<file path="config.mk">
export PLATFORM = sky130hd
export DESIGN_NAME = lzfgd_ctrl
export DESIGN_NICKNAME = d
export VERILOG_FILES = /design/src/hdl/lzfgd_pkg.sv /design/src/hdl/lzfgd_ctrl.sv
export SDC_FILE = /design/constraint.sdc
export NUM_CORES = 1
export LEC_CHECK = 0
export BUFFER_PORTS_ARGS = -buffer_cell sky130_fd_sc_hd__buf_2
export CORE_MARGIN = 5
export CORE_UTILIZATION = 44
export CTS_BUF_LIST = sky130_fd_sc_hd__clkbuf_8
export DETAILED_ROUTE_END_ITERATION = 10
export GPL_ROUTABILITY_DRIVEN = 0
export GPL_TIMING_DRIVEN = 1
export PLACE_DENSITY = 0.85
export SETUP_SLACK_MARGIN = 0.4
export SYNTH_ARGS = -nofsm -noshare
export SYNTH_HDL_FRONTEND = slang
export SYNTH_SLANG_ARGS = --single-unit
</file>
<file path="constraint.sdc">
create_clock -name clock -period 1.51 [get_ports clock]
set_clock_uncertainty 0.05 [all_clocks]
set_input_delay 0.302 -clock clock [delete_from_list [all_inputs] [get_ports clock]]
set_output_delay 0.302 -clock clock [all_outputs]
set_load 0.02 [all_outputs]
</file>
<file path="src/hdl/lzfgd_pkg.sv">
`timescale 1ns / 1ps

package lzfgd_pkg;

   localparam int BYTE_W  = 8;
   localparam int LIMIT_W = 29;
   localparam int KIND_W  = 2;
   localparam int DIST_W  = 13;
   localparam int LEN_W   = 5;
   localparam int BIT_W   = 3;

   localparam logic [LIMIT_W-1:0] LIMIT_RESET = 29'd65536;
   localparam logic [LEN_W-1:0]   LEN_BIAS    = 5'd3;
   localparam logic [BIT_W-1:0]   BIT_TOP     = 3'd7;

   localparam logic [KIND_W-1:0] KIND_DATA = 2'd0;
   localparam logic [KIND_W-1:0] KIND_OK   = 2'd1;
   localparam logic [KIND_W-1:0] KIND_ERR  = 2'd2;
   localparam logic [KIND_W-1:0] KIND_BAD  = 2'd3;

   typedef enum logic [1:0] {
      SRC_LIT,
      SRC_MEM,
      SRC_OK,
      SRC_ERR
   } emit_src_type;

   typedef struct packed {
      logic         emit;
      emit_src_type emit_src;
      logic         emit_last;
      logic         load_flag;
      logic         load_ref;
      logic         start_copy;
      logic         mem_rd;
      logic         clear_stream;
      logic         adv_bit;
   } ctrl_cmd_type;

   typedef struct packed {
      logic out_free;
      logic eoi;
      logic lim_hit;
      logic inc_ge;
      logic flag_bit;
      logic dist_bad;
      logic copy_one;
      logic copy_zero;
      logic bit_wrap;
   } dp_stat_type;

endpackage

</file>
<file path="src/hdl/lzfgd_ctrl.sv">
`timescale 1ns / 1ps

module lzfgd_ctrl (
   input  logic                    clock,
   input  logic                    reset,
   input  logic                    req_fire,
   input  lzfgd_pkg::dp_stat_type  stat,
   output logic                    idle,
   output lzfgd_pkg::ctrl_cmd_type cmd
);

   typedef enum logic [2:0] {
      S_IDLE,
      S_EXEC,
      S_COPY_RD,
      S_COPY_WR,
      S_AFTER
   } state_type;

   typedef enum logic [1:0] {
      PH_FLAG,
      PH_ITEM,
      PH_REFLO,
      PH_DRAIN
   } phase_type;

   state_type state_ff, state_in;
   phase_type phase_ff, phase_in;

   assign idle = (state_ff == S_IDLE);

   always_ff @(posedge clock) begin
      if (reset) begin
         state_ff <= S_IDLE;
         phase_ff <= PH_FLAG;
      end else begin
         state_ff <= state_in;
         phase_ff <= phase_in;
      end
   end

   always_comb begin
      cmd      = '0;
      state_in = state_ff;
      phase_in = phase_ff;
      unique case (state_ff)
         S_IDLE: begin
            if (req_fire) begin
               state_in = S_EXEC;
            end
         end
         S_EXEC: begin
            if (stat.out_free) begin
               state_in = S_IDLE;
               unique case (phase_ff)
                  PH_DRAIN: begin
                     if (stat.eoi) begin
                        cmd.clear_stream = 1'b1;
                        phase_in         = PH_FLAG;
                     end
                  end
                  PH_FLAG, PH_ITEM: begin
                     priority if (stat.lim_hit) begin
                        cmd.emit         = 1'b1;
                        cmd.emit_src     = lzfgd_pkg::SRC_OK;
                        cmd.emit_last    = 1'b1;
                        cmd.clear_stream = stat.eoi;
                        phase_in         = stat.eoi ? PH_FLAG : PH_DRAIN;
                     end else if (phase_ff == PH_FLAG) begin
                        cmd.load_flag = 1'b1;
                        if (stat.eoi) begin
                           cmd.emit         = 1'b1;
                           cmd.emit_src     = lzfgd_pkg::SRC_OK;
                           cmd.emit_last    = 1'b1;
                           cmd.clear_stream = 1'b1;
                           phase_in         = PH_FLAG;
                        end else begin
                           phase_in = PH_ITEM;
                        end
                     end else if (stat.flag_bit) begin
                        cmd.load_ref = 1'b1;
                        if (stat.eoi) begin
                           cmd.emit         = 1'b1;
                           cmd.emit_src     = lzfgd_pkg::SRC_ERR;
                           cmd.emit_last    = 1'b1;
                           cmd.clear_stream = 1'b1;
                           phase_in         = PH_FLAG;
                        end else begin
                           phase_in = PH_REFLO;
                        end
                     end else begin
                        cmd.emit      = 1'b1;
                        cmd.emit_src  = lzfgd_pkg::SRC_LIT;
                        cmd.emit_last = !(stat.eoi || stat.inc_ge);
                        state_in      = S_AFTER;
                     end
                  end
                  PH_REFLO: begin
                     if (stat.dist_bad) begin
                        cmd.emit         = 1'b1;
                        cmd.emit_src     = lzfgd_pkg::SRC_ERR;
                        cmd.emit_last    = 1'b1;
                        cmd.clear_stream = stat.eoi;
                        phase_in         = stat.eoi ? PH_FLAG : PH_DRAIN;
                     end else begin
                        cmd.start_copy = 1'b1;
                        state_in       = S_COPY_RD;
                     end
                  end
                  default: ;
               endcase
            end
         end
         S_COPY_RD: begin
            if (stat.copy_zero || stat.lim_hit) begin
               state_in = S_AFTER;
            end else begin
               cmd.mem_rd = 1'b1;
               state_in   = S_COPY_WR;
            end
         end
         S_COPY_WR: begin
            if (stat.out_free) begin
               cmd.emit      = 1'b1;
               cmd.emit_src  = lzfgd_pkg::SRC_MEM;
               cmd.emit_last = stat.copy_one && !stat.eoi && !stat.inc_ge;
               state_in      = S_COPY_RD;
            end
         end
         S_AFTER: begin
            if (stat.lim_hit || stat.eoi) begin
               if (stat.out_free) begin
                  cmd.emit         = 1'b1;
                  cmd.emit_src     = lzfgd_pkg::SRC_OK;
                  cmd.emit_last    = 1'b1;
                  cmd.clear_stream = stat.eoi;
                  phase_in         = stat.eoi ? PH_FLAG : PH_DRAIN;
                  state_in         = S_IDLE;
               end
            end else begin
               cmd.adv_bit = 1'b1;
               phase_in    = stat.bit_wrap ? PH_FLAG : PH_ITEM;
               state_in    = S_IDLE;
            end
         end
         default: begin
            state_in = S_IDLE;
         end
      endcase
   end

endmodule

</file>
# Word level (Yosys, flattened, before mapping)
# Cells that the tools add are included.
word_totals:
  register_bits: 5
  output_inout_bits: 11
  elab_cells: 90
classes:
  eq_ne: 14
  n_mux: 60
  n_reduce_logical: 14
ops:
  columns: ["op", "n"]
  rows:
  - ["$mux W4", 9]
  - ["$mux W3", 10]
  - ["$mux W2", 13]
  - ["$mux W1", 19]
  - ["$pmux W3 S5", 1]
  - ["$pmux W4 S3", 1]
  - ["$ne A3 B3 Y1 const B", 3]
  - ["$pmux W4 S2", 1]
  - ["$mux W7", 1]
  - ["$eq A3 B2 Y1 const B", 2]
  - ["$ne A2 B2 Y1 const B", 3]
  - ["$pmux W2 S3", 1]
  - ["$pmux W3 S2", 1]
  - ["$reduce_and A6 Y1", 1]
  - ["$ne A5 B5 Y1 const B", 1]
  - ["$eq A2 B2 Y1 const B", 2]
  - ["$pmux W2 S2", 1]
  - ["$reduce_and A4 Y1", 1]
  - ["$eq A3 B1 Y1 const B", 1]
  - ["$eq A3 B3 Y1 const B", 1]
  - ["$logic_not A1 Y1", 3]
  - ["$logic_not A3 Y1", 1]
  - ["$logic_or A1 B1 Y1", 3]
  - ["$pmux W1 S3", 1]
  - ["other kinds (6)", 7]

# Depth between registers and ports, before layout
logic_depth:
  word_depth: 8
  depth_mapped: 5

# Worst setup path before layout
# OpenSTA, ideal clock, no wires.
synth_timing:
  kind: "reg-to-output"
  startpoint: "register state_ff[2]"
  endpoint: "output port cmd[6] (netlist name)"
  arrival_time_ns: 1.413
  required_time_ns: 1.158
  path_slack_ns: -0.255
  stages_incl_launch_ff: 6
  n_path_buf: 1
  path_cell_list: "dfxtp_1 -> or3b_1 -> buf_6 -> nor2_4 -> a31oi_1 -> o21ai_1"
synth_rtl:
  columns: ["item", "line_no", "text"]
  rows:
  - ["from (decl)", "lzfgd_ctrl.sv:27", "state_type state_ff, state_in;"]
  - ["from (signal assigned)", "lzfgd_ctrl.sv:37", "state_ff <= state_in;"]
  - ["to (decl)", "lzfgd_ctrl.sv:9", "output lzfgd_pkg::ctrl_cmd_type cmd"]

==> impl_metrics.py <==
metrics = {
    "run_status": {
        "outcome": "complete, but fails checks",
        "violations": "setup timing",
    },
    "synth": {
        "synthesis.instances": 81,
        "synth_area_leaders": "dfxtp_1 17%, nand2b_1 6.4%, nor3_1 5.1%",
        "synth_top_area_share_pct": 17.09,
        "synth-seq-cells": 5,
        "syn-num-nets": 93,
        "syn_area_um2": 585.6,
        "yosys-top-cells-count": "7 x nor2_1, 6 x nand2b_1, 6 x nor3_1",
        "ys.flop_type": "dfxtp_1",
        "yosys.cell_count.top_type": "nor2_1",
        "yosys.area.top_type": "dfxtp_1",
        "yosysSeqAreaShare_pct": 17.09,
        "ys_types": 36,
        "ys_async_sr_fraction_pct": 0,
        "synth.avg_cell_area_um2": 7.229,
        "synth-edff-count": 0,
        "synth_warnings": 0,
    },
    "die": {
        "dieArea_mm2": 0.002160,
        "core_area_mm2": 0.001285,
        "dieWidth_um": 46.48,
        "die_h_um": 46.48,
        "io_pins": 23,
        "num_rows": 13,
        "initial_utilization_pct": 45.57,
    },
    "routing": {
        "vias": 958,
        "drt-total-wl_mm": 3.472,
        "routedWlPerCell_um": 23.94,
        "drt_iter0_drc": 90,
        "drtPass1Iterations": 4,
        "route.detailed.drc": 0,
        "viasPerCell": 6.607,
        "ant_nets": 0,
    },
    "worst_setup_path": {
        "reg2reg_depth": 6,
        "worstReg2RegStart": "phase_ff[1]",
        "r2r_setup_slack_ns": -0.26,
        "cp-end-kind": "primary output",
        "required_ns": 1.16,
        "worstReg2RegEnd": "phase_ff[0]",
        "path_class": "reg2out",
        "worstSetupStartpointType": "flop",
        "cp_max_fo": 4,
        "arrival_ns": 1.60,
    },
    "worst_hold_path": {
        "min_path_type": "in2reg",
        "worstHoldStart": "reset",
        "holdPathEnd": "state_ff[1]",
        "holdPathStages": 2,
    },
    "clock_network": {
        "cts_buffer_depth": 2,
        "path_clk_slew_ns": 0.03,
        "clk_latency_ns": 0.22,
        "cts_max_level": 1,
        "cts_sinks": 5,
        "cts_tree": "done",
        "root_buffer": "clkbuf_8",
        "cts_inserted_buffers": 3,
    },
    "power": {
        "p_per_area_mw_per_mm2": 527.7,
        "p_leak_uw": 0.0005048,
        "ir_worst_vdd_mv": 0.5541,
        "power_uw": 625.9,
    },
    "finish": {
        "fin_util_pct": 92.31,
        "seq_area_um2": 111.4,
        "area_growth_syn_to_layout_pct": 102.6,
        "diodes": 0,
        "final_nets": 143,
        "drive_above_1_share_pct": 69.23,
        "multiInputGateArea_um2": 594.3,
        "fillCellCount": 55,
    },
    "sta": {
        "hold_violations": 0,
        "grt_setup_unrepaired": "true",
        "fmax_mhz": 511.4,
        "fin_crit_ns": 1.956,
        "period_share_pct": 129.5,
        "setup_viol": 15,
        "worst_pin_slew_ns": 0.3600,
        "slew_viol_final": 0,
        "fin_ws_ns": -0.4456,
        "max-slew-margin-rel_pct": 75.94,
    },
    "grt": {
        "grt_first_pass_wirelength_mm": 4.222,
        "grt-ovfl-total": 0,
        "grt_pass1_vias": 881,
        "grt_usage_pct": 28.32,
        "grt_max_degree": 9,
        "antenna_found_initial": 0,
    },
    "placed_design": {
        "io_buffer_count": 22,
        "dp_hpwl_mm": 1.718,
    },
    "flow_run": {
        "maxCapViolCount": 0,
    },
}
## cell usage in the layout, fill, tap and decap left out, drive strengths merged, types with 3 or more instances in the layout
master and n:
nor2 9, a21oi 4, nand3 4, nand2b 6, or3b 3, o21ai 7
dfxtp 5, buf 51, nor3 6, nand2 3, inv 5, clkbuf 3
## worst max-delay path: stages (launching register included)
cell and delay (ns):
dfxtp_4 0.36, nor4b_4 0.27, a21oi_2 0.06, or4_4 0.50, o21ai_4 0.08, buf_6 0.13
## logic make-up (layout without fill, tap and decap cells)
| logic type | Yosys count | in the layout | synth area share, % |
|---|---|---|---|
| buffers and inverters | 10 | 59 | 9.613 |
| AO/OA/AOI/OAI | 23 | 23 | 26.71 |
| multiplexers | 2 | 2 | 3.419 |
| AND/OR/NAND/NOR | 41 | 41 | 43.17 |
| flip-flops | 5 | 5 | 17.09 |
## through the flow
step	std cells	setup slack, ns	hold WS [ns]	cell area [µm²]	setup TNS [ns]
3_5_place_dp	134	-0.2812	0.4603	918.4	-1.547
3_3_place_gp	134	-0.2430	0.4518	918.4	-1.125
2_1_floorplan	81	-0.08453	0.3147	680.7	-0.1955
6_report	145	-0.4456	0.2864	1186	-4.104
5_1_grt	145	-0.5066	0.2953	1186	-4.748
4_1_cts	144	-0.4187	0.2643	1114	-3.347
## how the worst max path moves through the flow
stage | start | endpoint | slack (ns)
3_5_place_dp | stat[4] | cmd[6] | -0.28
4_1_cts | phase_ff[1] | cmd[6] | -0.42
6_report | state_ff[1] | cmd[6] | -0.45
5_1_grt | state_ff[1] | cmd[6] | -0.51
2_1_floorplan | state_ff[2] | cmd[6] | -0.08
3_3_place_gp | stat[4] | cmd[6] | -0.24
## report_power, final
group | internal [µW] | switching, µW | leakage [µW] | total [µW]
combinational | 113 | 131 | 0.000434 | 244
clock | 174 | 63.1 | 0.0000269 | 237
sequential | 136 | 8.52 | 0.0000435 | 145
## cell type report
| type | instances | area share, % |
|---|---|---|
| sequential | 5 | 9.388 |
| timing repair buffer | 51 | 33.86 |
| clock buffer | 3 | 3.481 |
| inverter | 4 | 1.266 |
| multi-input combinational | 66 | 50.11 |
| tap | 15 | 1.582 |
| clock inverter | 1 | 0.3165 |
## sequential cells by signal, indices dropped and copies added (netlist names)
| signal | flops |
|---|---|
| state_ff | 3 |
| phase_ff | 2 |
## metal layers
layer	vias up	part of all wire (%)	track usage, %
met5	-	0	0
met4	0	5.4	14.20
met3	21	10	2.344
met2	83	48	52.47
met1	455	37	31.41
li1	399	-	-
## timing repair
| action | in CTS | in global routing |
|---|---|---|
| gates resized for setup | 30 | 14 |
| hold buffers | 0 | 0 |
| setup endpoints to repair | 16 | 16 |
| buffers inserted | 6 | 1 |
| pin swaps | 8 | 9 |
No activity file was read; power rests on OpenSTA's default activity.
